--- src/sv/cda_pkg.sv ---
`timescale 1ns / 1ps

package cda_pkg;

    localparam int KIND_W   = 3;
    localparam int AMOUNT_W = 16;
    localparam int YEAR_W   = 14;
    localparam int MONTH_W  = 4;
    localparam int DAY_W    = 5;

    localparam logic [KIND_W-1:0] KIND_LOAD       = 3'd0;
    localparam logic [KIND_W-1:0] KIND_ADD_DAYS   = 3'd1;
    localparam logic [KIND_W-1:0] KIND_SUB_DAYS   = 3'd2;
    localparam logic [KIND_W-1:0] KIND_ADD_MONTHS = 3'd3;
    localparam logic [KIND_W-1:0] KIND_SUB_MONTHS = 3'd4;
    localparam logic [KIND_W-1:0] KIND_ADD_YEARS  = 3'd5;
    localparam logic [KIND_W-1:0] KIND_SUB_YEARS  = 3'd6;

    typedef struct packed {
        logic [KIND_W-1:0]   kind;
        logic [AMOUNT_W-1:0] amount;
        logic [YEAR_W-1:0]   load_year;
        logic [MONTH_W-1:0]  load_month;
        logic [DAY_W-1:0]    load_day;
    } t_in;

    typedef struct packed {
        logic [YEAR_W-1:0]  date_year;
        logic [MONTH_W-1:0] date_month;
        logic [DAY_W-1:0]   date_day;
        logic               range_error;
    } t_out;

    // controller to datapath
    typedef struct packed {
        logic capture;
        logic div_step;
        logic shift;
        logic walk_step;
        logic finish;
    } t_cmd;

    // datapath to controller
    typedef struct packed {
        logic walk_done;
        logic walk_fail;
    } t_sts;

endpackage

--- src/sv/calendar_date_adder_core.sv ---
`timescale 1ns / 1ps

// Gregorian date keeper: each input transaction loads a date or moves it by a count of days,
// months or years, and returns exactly one result transaction with the date after the step
// and a range_error flag (invalid load, or a year that would leave 1..MAX_YEAR; the date is
// then left as it was). Items are taken one at a time: input stall is low only while no item
// is in work and no result waits. After acceptance a load passes the wait and finish states
// before result valid rises; a year shift first passes the shift state, and a month shift
// passes a divide state before that, which splits the count into quotient and remainder
// by 12. A day shift walks in the datapath, one month per cycle, then passes the finish
// state. The next item is accepted once the controller is back in idle after the result is taken.

module calendar_date_adder_core #(
    parameter int MAX_YEAR    = 9999,
    parameter int AMOUNT_BITS = 16
) (
    input  logic          i_clk,
    input  logic          i_rst_n,
    input  logic          i_in_valid,
    input  cda_pkg::t_in  i_in_data,
    output logic          o_in_stall,
    output logic          o_out_valid,
    output cda_pkg::t_out o_out_data,
    input  logic          i_out_stall
);

    cda_pkg::t_cmd cmd;
    cda_pkg::t_sts sts;

    cda_ctrl u_ctrl (
        .i_clk       (i_clk),
        .i_rst_n     (i_rst_n),
        .i_in_valid  (i_in_valid),
        .i_kind      (i_in_data.kind),
        .o_in_stall  (o_in_stall),
        .o_out_valid (o_out_valid),
        .i_out_stall (i_out_stall),
        .i_sts       (sts),
        .o_cmd       (cmd)
    );

    cda_datapath #(
        .MAX_YEAR    (MAX_YEAR),
        .AMOUNT_BITS (AMOUNT_BITS)
    ) u_datapath (
        .i_clk     (i_clk),
        .i_rst_n   (i_rst_n),
        .i_in_data (i_in_data),
        .i_cmd     (cmd),
        .o_sts     (sts),
        .o_out     (o_out_data)
    );

endmodule

--- src/sv/cda_ctrl.sv ---
`timescale 1ns / 1ps

module cda_ctrl (
    input  logic                          i_clk,
    input  logic                          i_rst_n,
    input  logic                          i_in_valid,
    input  logic [cda_pkg::KIND_W-1:0]    i_kind,
    output logic                          o_in_stall,
    output logic                          o_out_valid,
    input  logic                          i_out_stall,
    input  cda_pkg::t_sts                 i_sts,
    output cda_pkg::t_cmd                 o_cmd
);

    localparam logic [2:0] S_IDLE  = 3'd0;
    localparam logic [2:0] S_DIV   = 3'd1;
    localparam logic [2:0] S_SHIFT = 3'd2;
    localparam logic [2:0] S_WAIT  = 3'd3;
    localparam logic [2:0] S_FIN   = 3'd4;
    localparam logic [2:0] S_WALK  = 3'd5;
    localparam logic [2:0] S_DONE  = 3'd6;

    logic [2:0]    r_state, n_state;

    always_comb begin
        n_state = r_state;
        o_cmd   = '0;
        case (r_state)
            S_IDLE: begin
                if (i_in_valid) begin
                    o_cmd.capture = 1'b1;
                    case (i_kind)
                        cda_pkg::KIND_LOAD:       n_state = S_WAIT;
                        cda_pkg::KIND_ADD_DAYS:   n_state = S_WALK;
                        cda_pkg::KIND_SUB_DAYS:   n_state = S_WALK;
                        cda_pkg::KIND_ADD_MONTHS: n_state = S_DIV;
                        cda_pkg::KIND_SUB_MONTHS: n_state = S_DIV;
                        cda_pkg::KIND_ADD_YEARS:  n_state = S_SHIFT;
                        cda_pkg::KIND_SUB_YEARS:  n_state = S_SHIFT;
                        default:                  n_state = S_FIN;
                    endcase
                end
            end
            S_DIV: begin
                o_cmd.div_step = 1'b1;
                n_state = S_SHIFT;
            end
            S_SHIFT: begin
                o_cmd.shift = 1'b1;
                n_state = S_WAIT;
            end
            // lets the leap-year pipe catch up with a new year
            S_WAIT: begin
                n_state = S_FIN;
            end
            S_WALK: begin
                o_cmd.walk_step = 1'b1;
                if (i_sts.walk_done || i_sts.walk_fail) begin
                    n_state = S_FIN;
                end
            end
            S_FIN: begin
                o_cmd.finish = 1'b1;
                n_state = S_DONE;
            end
            S_DONE: begin
                if (!i_out_stall) begin
                    n_state = S_IDLE;
                end
            end
            default: begin
                n_state = S_IDLE;
            end
        endcase
    end

    always_ff @(posedge i_clk) begin
        if (!i_rst_n) begin
            r_state <= S_IDLE;
        end else begin
            r_state <= n_state;
        end
    end

    assign o_in_stall  = (r_state != S_IDLE);
    assign o_out_valid = (r_state == S_DONE);

`ifndef SYNTH
    a_sides_exclusive: assert property (@(posedge i_clk) disable iff (!i_rst_n)
        !o_in_stall |-> !o_out_valid)
        else $error("input open while a result is pending");

    a_result_after_finish: assert property (@(posedge i_clk) disable iff (!i_rst_n)
        (o_out_valid && !$past(o_out_valid)) |-> $past(o_cmd.finish))
        else $error("result shown without a finish step");

    a_one_command: assert property (@(posedge i_clk) disable iff (!i_rst_n)
        $onehot0({o_cmd.capture, o_cmd.div_step, o_cmd.shift, o_cmd.walk_step,
                  o_cmd.finish}))
        else $error("more than one datapath command");
`endif

endmodule

--- src/sv/cda_datapath.sv ---
`timescale 1ns / 1ps

module cda_datapath #(
    parameter int MAX_YEAR    = 9999,
    parameter int AMOUNT_BITS = 16
) (
    input  logic          i_clk,
    input  logic          i_rst_n,
    input  cda_pkg::t_in  i_in_data,
    input  cda_pkg::t_cmd i_cmd,
    output cda_pkg::t_sts o_sts,
    output cda_pkg::t_out o_out
);

    localparam int AW = (AMOUNT_BITS < cda_pkg::AMOUNT_W) ? AMOUNT_BITS : cda_pkg::AMOUNT_W;
    localparam int NW = (AW > 5) ? AW + 1 : 6;
    localparam int SW = ((AW > cda_pkg::YEAR_W) ? AW : cda_pkg::YEAR_W) + 2;
    localparam logic [13:0] MAX_Y       = 14'(MAX_YEAR);
    localparam logic [28:0] RECIP_25    = 29'd20972;
    localparam int          RECIP_SHIFT = 19;
    localparam logic [16:0] RECIP_3      = 17'd43691;
    localparam int          RECIP3_SHIFT = 17;

    function automatic logic [4:0] month_len(input logic [3:0] m, input logic leap);
        logic [4:0] len;
        case (m)
            4'd2:    len = leap ? 5'd29 : 5'd28;
            4'd4:    len = 5'd30;
            4'd6:    len = 5'd30;
            4'd9:    len = 5'd30;
            4'd11:   len = 5'd30;
            default: len = 5'd31;
        endcase
        return len;
    endfunction

    // committed date and working copy
    logic [13:0]   r_y, n_y, w_y, n_wy;
    logic [3:0]    r_m, n_m, w_m, n_wm;
    logic [4:0]    r_d, n_d, w_d, n_wd;
    logic [AW-1:0] r_n, n_n;
    logic [3:0]    r_rem, n_rem;
    logic          r_bad, n_bad;
    logic          r_back, n_back;
    logic          r_load, n_load;
    logic          r_err, n_err;
    logic [9:0]    r_q25;

    logic [28:0]   q_prod;
    logic [13:0]   q25x;
    logic          leap;
    logic [4:0]    len, len_prev, clamp_d, step_f;
    logic [NW-1:0] sum_f, rem_f, rem_b, dif_b;
    logic          fwd_fit, back_fit;
    logic [4:0]    msum, m_fwd, m_back;
    logic          carry, borrow, adj;
    logic [SW-1:0] qx, y_fwd, y_back;
    logic          shift_ok, load_bad;
    logic [15:0]   amt16;
    logic [29:0]   d_prod;
    logic [12:0]   q12;
    logic [15:0]   r12;

    // leap year from y mod 4, 16 and 25; floor(y/25) via reciprocal, registered from w_y
    assign q_prod   = 29'(w_y) * RECIP_25;
    assign q25x     = 14'(r_q25) * 14'd25;
    assign leap     = (w_y[1:0] == 2'b00) && ((w_y != q25x) || (w_y[3:0] == 4'b0000));
    assign len      = month_len(w_m, leap);
    assign len_prev = month_len(w_m - 4'd1, leap);
    assign clamp_d  = (w_d > len) ? len : w_d;

    // day walk
    assign sum_f    = NW'(w_d) + NW'(r_n);
    assign step_f   = len - w_d + 5'd1;
    assign rem_f    = NW'(r_n) - NW'(step_f);
    assign rem_b    = NW'(r_n) - NW'(w_d);
    assign dif_b    = NW'(w_d) - NW'(r_n);
    assign fwd_fit  = sum_f <= NW'(len);
    assign back_fit = NW'(w_d) > NW'(r_n);

    // month / year shift with quotient and remainder of the count by 12
    assign msum     = {1'b0, w_m} + {1'b0, r_rem};
    assign carry    = msum > 5'd12;
    assign borrow   = w_m <= r_rem;
    assign m_fwd    = carry ? msum - 5'd12 : msum;
    assign m_back   = borrow ? {1'b0, w_m} + 5'd12 - {1'b0, r_rem}
                             : {1'b0, w_m} - {1'b0, r_rem};
    assign adj      = r_back ? borrow : carry;
    assign qx       = SW'(r_n) + SW'(adj);
    assign y_fwd    = SW'(w_y) + qx;
    assign y_back   = SW'(w_y) - qx;
    assign shift_ok = r_back ? (SW'(w_y) > qx) : (y_fwd <= SW'(MAX_Y));

    // n / 12 as (n / 4) / 3, the divide by 3 via reciprocal
    assign amt16    = 16'(r_n);
    assign d_prod   = 30'(amt16[15:2]) * 30'(RECIP_3);
    assign q12      = d_prod[RECIP3_SHIFT+12:RECIP3_SHIFT];
    assign r12      = amt16 - 16'(q12) * 16'd12;

    assign load_bad = (i_in_data.load_year == 14'd0) || (i_in_data.load_year > MAX_Y)
                   || (i_in_data.load_month == 4'd0) || (i_in_data.load_month > 4'd12)
                   || (i_in_data.load_day == 5'd0);

    always_comb begin
        o_sts.walk_done = r_back ? back_fit : fwd_fit;
        o_sts.walk_fail = !o_sts.walk_done &&
                          (r_back ? ((w_m == 4'd1) && (w_y <= 14'd1))
                                  : ((w_m == 4'd12) && (w_y >= MAX_Y)));
    end

    always_comb begin
        n_y    = r_y;
        n_m    = r_m;
        n_d    = r_d;
        n_wy   = w_y;
        n_wm   = w_m;
        n_wd   = w_d;
        n_n    = r_n;
        n_rem  = r_rem;
        n_bad  = r_bad;
        n_back = r_back;
        n_load = r_load;
        n_err  = r_err;

        if (i_cmd.capture) begin
            n_n    = i_in_data.amount[AW-1:0];
            n_rem  = 4'd0;
            n_back = (i_in_data.kind == cda_pkg::KIND_SUB_DAYS)
                  || (i_in_data.kind == cda_pkg::KIND_SUB_MONTHS)
                  || (i_in_data.kind == cda_pkg::KIND_SUB_YEARS);
            n_load = (i_in_data.kind == cda_pkg::KIND_LOAD);
            n_bad  = 1'b0;
            if (i_in_data.kind == cda_pkg::KIND_LOAD) begin
                n_wy  = i_in_data.load_year;
                n_wm  = i_in_data.load_month;
                n_wd  = i_in_data.load_day;
                n_bad = load_bad;
            end
        end

        // quotient and remainder of the month count by 12
        if (i_cmd.div_step) begin
            n_n   = AW'(q12);
            n_rem = r12[3:0];
        end

        if (i_cmd.shift) begin
            if (shift_ok) begin
                n_wy = r_back ? y_back[13:0] : y_fwd[13:0];
                n_wm = r_back ? m_back[3:0] : m_fwd[3:0];
            end else begin
                n_bad = 1'b1;
            end
        end

        // one month crossed per step
        if (i_cmd.walk_step) begin
            if (o_sts.walk_fail) begin
                n_bad = 1'b1;
            end else if (o_sts.walk_done) begin
                n_wd = r_back ? dif_b[4:0] : sum_f[4:0];
            end else if (!r_back) begin
                n_n  = rem_f[AW-1:0];
                n_wd = 5'd1;
                if (w_m == 4'd12) begin
                    n_wm = 4'd1;
                    n_wy = w_y + 14'd1;
                end else begin
                    n_wm = w_m + 4'd1;
                end
            end else begin
                n_n = rem_b[AW-1:0];
                if (w_m == 4'd1) begin
                    n_wm = 4'd12;
                    n_wy = w_y - 14'd1;
                    n_wd = 5'd31;
                end else begin
                    n_wm = w_m - 4'd1;
                    n_wd = len_prev;
                end
            end
        end

        if (i_cmd.finish) begin
            if (r_bad || (r_load && (w_d > len))) begin
                n_err = 1'b1;
                n_wy  = r_y;
                n_wm  = r_m;
                n_wd  = r_d;
            end else begin
                n_err = 1'b0;
                n_y   = w_y;
                n_m   = w_m;
                n_d   = clamp_d;
                n_wd  = clamp_d;
            end
        end
    end

    always_ff @(posedge i_clk) begin
        if (!i_rst_n) begin
            r_y    <= 14'd2000;
            r_m    <= 4'd1;
            r_d    <= 5'd1;
            w_y    <= 14'd2000;
            w_m    <= 4'd1;
            w_d    <= 5'd1;
            r_bad  <= 1'b0;
            r_back <= 1'b0;
            r_load <= 1'b0;
            r_err  <= 1'b0;
        end else begin
            r_y    <= n_y;
            r_m    <= n_m;
            r_d    <= n_d;
            w_y    <= n_wy;
            w_m    <= n_wm;
            w_d    <= n_wd;
            r_bad  <= n_bad;
            r_back <= n_back;
            r_load <= n_load;
            r_err  <= n_err;
        end
    end

    always_ff @(posedge i_clk) begin
        r_n   <= n_n;
        r_rem <= n_rem;
        r_q25 <= q_prod[RECIP_SHIFT+9:RECIP_SHIFT];
    end

    always_comb begin
        o_out.date_year   = r_y;
        o_out.date_month  = r_m;
        o_out.date_day    = r_d;
        o_out.range_error = r_err;
    end

`ifndef SYNTH
    a_refused_keeps_date: assert property (@(posedge i_clk) disable iff (!i_rst_n)
        (i_cmd.finish && r_bad) |=> (o_out.range_error && (o_out.date_year == $past(r_y))
            && (o_out.date_month == $past(r_m)) && (o_out.date_day == $past(r_d))))
        else $error("refused transaction changed the stored date");
`endif

endmodule
--- config.mk ---
export PLATFORM = sky130hd
export DESIGN_NAME = calendar_date_adder_core
export DESIGN_NICKNAME = d
export VERILOG_FILES = /design/src/sv/cda_pkg.sv /design/src/sv/calendar_date_adder_core.sv /design/src/sv/cda_ctrl.sv /design/src/sv/cda_datapath.sv
export SDC_FILE = /design/constraint.sdc
export NUM_CORES = 1
export LEC_CHECK = 0
export BUFFER_PORTS_ARGS = -buffer_cell sky130_fd_sc_hd__buf_2
export CORE_ASPECT_RATIO = 0.5
export CORE_MARGIN = 3
export CORE_UTILIZATION = 65
export CTS_BUF_LIST = sky130_fd_sc_hd__clkbuf_8
export DETAILED_ROUTE_END_ITERATION = 12
export GPL_TIMING_DRIVEN = 0
export PLACE_DENSITY = 0.83
export SKIP_LAST_GASP = 1
export SLEW_MARGIN = 20
export SYNTH_ARGS = -nofsm -noshare
export SYNTH_HDL_FRONTEND = slang
export SYNTH_HIERARCHICAL = 1
export SYNTH_SLANG_ARGS = --single-unit
--- constraint.sdc ---
create_clock -name i_clk -period 9.1 [get_ports i_clk]
set_input_delay 0.91 -clock i_clk [delete_from_list [all_inputs] [get_ports i_clk]]
set_output_delay 0.91 -clock i_clk [all_outputs]
set_load 0.02 [all_outputs]
==> qor.yml, run 1 <==
run_status:
  outcome: "completed"
synthesis:
  synth_edf_count: 4
  yosysMostFrequentCell: "ha_1"
  synthCells: 1950
  synthArstFlopShare: 0
  ys_seq_area_frac: 0.102
  synth_area_leader_cell: "ha_1"
  syn_area_sq_um: 16700
  yosysWarnings: 6
  synth_top_area_frac: 0.256
  synth_area_leaders: "ha_1 (26%), fa_1 (16%), dfxtp_1 (9.5%), inv_1 (6.2%), xnor2_1 (4.6%)"
  netlist_top_cells_count: "ha_1 (342), inv_1 (274), fa_1 (135)"
  ys_ff_latch: 83
  synth_area_per_cell_sq_um: 8.56
  yosysUniqueCellTypes: 100
  synth_ff_type: "dfxtp_1"
  syn-num-nets: 2473
drt:
  drcViolationCount: 0
  vias_per_cell: 6.31
  drt_iter0_drc: 1511
  routed_wl_microns: 47500
  vias: 14979
  ant_nets: 0
  dr.pass1.iters: 9
  wl_per_cell_microns: 20.0
finish:
  drive_gt1_frac: 0.0697
  final_area_sq_um: 17700
  fin_cells: 2373
  insertedDiodeCount: 0
  nNetsFinal: 2555
  area_growth_pct: 5.89
floorplan:
  die-area_sq_um: 27700
  rows: 40
  initial_utilization: 0.678
  die_x_microns: 233
  die_h_microns: 119
  core_sq_um: 24600
  ios: 72
worst_setup_path:
  timing.rr.end: "u_datapath/w_y[5]"
  slowest_delay_ps: 560
  path_max_fanout: 10
  path_class: "register to register"
  cpMostUsedCell: "ha_1"
  start_kind: "register"
  crit_path_top_delay_cell: "o31ai_4"
  end_kind: "register"
  r2r-start: "u_datapath/w_m[2]"
  crit_start: "u_datapath/w_m[2]"
  critPathCapture: "u_datapath/w_y[5]"
  critical_path_required_ps: 9410
  worstPathArrival_ps: 8050
  reg2reg_depth: 31
  r2r_setup_slack_ps: 1350
clocking:
  clock_sinks: 83
  cts_tree: "yes"
  cts_resized: 0
  clk_pin_slew_ps: 90
  clock_path_buffers: 2
  clock_latency_ps: 390
  clockRootBuffer: "clkbuf_8"
  cts_hold_buf: 0
  post_cts_buffers: 0
  htree_levels: 3
  tritoncts.num_buffers: 9
run:
  max_cap_viol_count: 0
timing:
  setup_tns_ps: 0
  period_needed_ps: 7750
  rsz0062_at_grt: "false"
  tightest_slew_ps: 1090
  final_hold_viol_count: 0
  max_freq_ghz: 0.129
  finalCritPeriodShare: 0.851
  skew_ps: 13.2
  setup_viol_count_final: 0
  maxSlewViolCount: 0
  slew-limit-headroom: 0.268
placement:
  placed_cell_area_sq_um: 17500
  dp_cells: 2357
  gp_congestion: 0.970
  port-buffer-count: 71
  dp_hpwl_microns: 38900
worst_hold_path:
  hold_path_class: "register to register"
global_routing:
  antenna_found_initial: 1
  grt.total_usage: 0.344
  grt_pass1_wl_microns: 76100
  grt_max_degree: 16
  grt_pass1_vias: 14808
  overflow: 0
## flip-flops by register name, summed over array words and instances (netlist names), 3 cells and up
signal            cells
u_datapath/r_y       14
u_datapath/r_m        4
u_datapath/w_y       14
u_datapath/w_m        4
u_datapath/r_d        5
u_datapath/amt16     16
u_datapath/r_q25     10
u_datapath/r_rem      4
u_ctrl/r_state        3
u_datapath/w_d        5
## cell families after synthesis
logic type      synth area share
xor+xnor                  0.0630
simple gates               0.132
flops                      0.102
fa+ha+maj                  0.418
compound gates             0.179
buf+inv                   0.0828
mux                       0.0230
## metal layers
metal	vias up	wire length, microns	GRT usage
li1	6913	-	-
met1	7121	19200	0.438
met2	769	21500	0.569
met3	174	4270	0.0583
met4	2	2520	0.162
met5	-	14	0
## worst min path at each step
stage                      start                 to  slack [ps]  depth (start not counted)
6_report       u_datapath/r_d[2]  u_datapath/r_d[2]         470                          2
5_1_grt        u_datapath/r_d[2]  u_datapath/r_d[2]         510                          2
4_1_cts        u_datapath/r_d[0]  u_datapath/r_d[0]         470                          2
3_5_place_dp   u_datapath/r_d[0]  u_datapath/r_d[0]         460                          2
3_3_place_gp   u_datapath/r_d[0]  u_datapath/r_d[0]         460                          2
2_1_floorplan   u_datapath/r_err   u_datapath/r_err         460                          2
## layout by cell type (no fill, tap or decap), types with 18 or more instances in the layout
cell / count
a21o_1: 18
a21oi_1: 106
buf_2: 83
clkbuf_1: 44
dfxtp_1: 79
fa_1: 135
ha_1: 342
inv_1: 274
mux2i_1: 35
nand2_1: 132
nand3_1: 34
nor2_1: 121
nor2b_1: 22
nor3_1: 30
o211ai_1: 21
o21ai_0: 77
xnor2_1: 88
xor2_1: 32
## critical path, delay by kind of cell (launching register included)
kind	cells	cell delay, ps
AO/OA/AOI/OAI	9	2000
buffers and inverters	7	1640
adder cells (fa/ha/maj)	5	1450
AND/OR/NAND/NOR	6	1380
XOR/XNOR	3	580
flip-flops	1	440
multiplexers	1	160
## per-stage QoR
step | setup WS (ps) | util | hold WS (ps)
3_5_place_dp | 1570 | 0.709 | 456
2_1_floorplan | 2760 | - | 464
3_3_place_gp | 1610 | 0.709 | 460
5_1_grt | 947 | 0.718 | 506
6_report | 1350 | 0.718 | 472
4_1_cts | 1520 | 0.718 | 470
## area by class of cell
cell class / count / area, sq um
Buffer: 73 / 338
Clock buffer: 10 / 138
Clock inverter: 6 / 70.1
Fill cell: 2019 / 6950
Inverter: 278 / 1040
Multi-Input combinational cell: 1516 / 13600
Sequential cell: 83 / 1700
Tap cell: 336 / 420
Timing Repair Buffer: 71 / 355
Power of run 1 is not shown: default switching activity piles up to over one toggle a cycle in this logic, so the estimate is an artifact.
==> inputs of run 2 (changes only) <==
- CTS_BUF_LIST: sky130_fd_sc_hd__clkbuf_8 -> unset
==> run 2 against run 1 <==
Net effect: register-to-register slack improved by 30 ps; via count is 0.27% lower; die area stayed put; cell count did not move; clock skew about the same; wire length hardly changed; utilization grew 0.41 points.
==> qor.yml, run 2 (synthesis gave the netlist of run 1 again) <==
run_status:
  outcome: "completed"
clocking:
  clk_pin_slew_ps: 70  # -20 ps
  clock_path_buffers: 2  # unchanged
  htree_levels: 3  # unchanged
  cts_resized: 0  # unchanged
  cts_hold_buf: 0  # unchanged
  post_cts_buffers: 0  # unchanged
  clockRootBuffer: "clkbuf_16"
  clock_latency_ps: 350  # -40 ps
  cts_tree: "yes"
  tritoncts.num_buffers: 9  # unchanged
  clock_sinks: 83  # unchanged
floorplan:
  die_h_microns: 119  # unchanged
  die_x_microns: 233  # unchanged
  core_sq_um: 24600  # unchanged
  initial_utilization: 0.678  # unchanged
  die-area_sq_um: 27700  # unchanged
  rows: 40  # unchanged
  ios: 72  # unchanged
finish:
  final_common_cell: "ha_1"
  nNetsFinal: 2555  # unchanged
  final_cell_mix: "ha_1 (342), inv_1 (274), fa_1 (135)"
  area_growth_pct: 6.50
  drive_gt1_frac: 0.0697  # unchanged
  largest_reg_flops: 16  # unchanged
  fin_cells: 2373  # unchanged
  final_area_sq_um: 17800  # +0.57%
  insertedDiodeCount: 0  # unchanged
global_routing:
  grt_max_degree: 16  # unchanged
  grt.total_usage: 0.344  # +0.000463
  overflow: 0  # unchanged
  antenna_found_initial: 0  # -1
  grt_pass1_vias: 14759  # -0.33%
  grt_pass1_wl_microns: 75800  # -0.38%
worst_setup_path:
  critical_path_required_ps: 9370  # -40 ps
  end_kind: "register"
  path_max_fanout: 10  # unchanged
  path_class: "register to register"
  slowest_delay_ps: 550  # about the same
  crit_path_top_delay_cell: "o31ai_4"
  worstPathArrival_ps: 7980  # -70 ps
  start_kind: "register"
  r2r_setup_slack_ps: 1380  # +30 ps
  cpMostUsedCell: "ha_1"
placement:
  place_ws_ps: 1570  # unchanged
  gp_congestion: 0.970  # unchanged
  placed_cell_area_sq_um: 17500  # unchanged
  port-buffer-count: 71  # unchanged
  dp_hpwl_microns: 38900  # unchanged
  dp_cells: 2357  # unchanged
run:
  max_cap_viol_count: 0  # unchanged
drt:
  drcViolationCount: 0  # unchanged
  vias: 14938  # -0.27%
  ant_nets: 0  # unchanged
  vias_per_cell: 6.29  # -0.27%
  routed_wl_microns: 47500  # about the same
  wl_per_cell_microns: 20.0  # about the same
  dr.pass1.iters: 7  # -2
  drt_iter0_drc: 1504  # -0.46%
timing:
  maxSlewViolCount: 0  # unchanged
  setup_viol_count_final: 0  # unchanged
  final_hold_viol_count: 0  # unchanged
  setup_tns_ps: 0  # unchanged
  skew_ps: 13.6  # +0.403 ps
  period_needed_ps: 7720  # -28.2 ps
  rsz0062_at_grt: "false"
  fin_ws_ps: 1380  # +28.2 ps
  finalCritPeriodShare: 0.848  # -0.00309
  slew-limit-headroom: 0.241  # -0.0265
  tightest_slew_ps: 1130  # +39.6 ps
  max_freq_ghz: 0.130  # +0.36%
worst_hold_path:
  hold_path_class: "register to register"
run 2: layer usage:
metal,vias to the layer above,global-route usage,share of wire
met5,-,0,0
met4,0,0.181,0.058
met3,193,0.0619,0.091
met2,755,0.560,0.45
met1,7076,0.437,0.40
li1,6914,-,-
run 2: final timing paths:
kind / startpoint / endpoint / cells after the start
max: u_datapath/w_m[2] / u_datapath/w_y[5] / 31
max reg2reg: u_datapath/w_m[2] / u_datapath/w_y[5] / 31
min: u_datapath/r_d[0] / u_datapath/r_d[0] / 2
min reg2reg: u_datapath/r_d[0] / u_datapath/r_d[0] / 2
run 2: layout make-up:
type	instances	area, sq um
tap	336	420
clock buffer	10	239
sequential	83	1700
multi-input combinational	1516	13600
fill	2007	6850
clock inverter	6	70.1
buffer	73	338
timing repair buffer	71	355
inverter	278	1040
run 2: per-stage QoR:
step | util | hold WS, ps
after global routing | 0.722 | 501
final | 0.722 | 469
after floorplan | - | 464
after CTS | 0.722 | 466
after detailed placement | 0.709 | 456
after global placement | 0.709 | 460
run 2: critical path: cells and delay by family, from the launching register on:
kind | cells | cell delay (ps)
adders and majority gates | 5 | 1440
xor gates and xnor gates | 3 | 570
buffers and inverters | 7 | 1630
muxes | 1 | 160
DFF | 1 | 440
and+or+nand+nor | 6 | 1390
AOI/OAI and AO/OA | 9 | 1990
Power of run 2 is left out for the same reason.
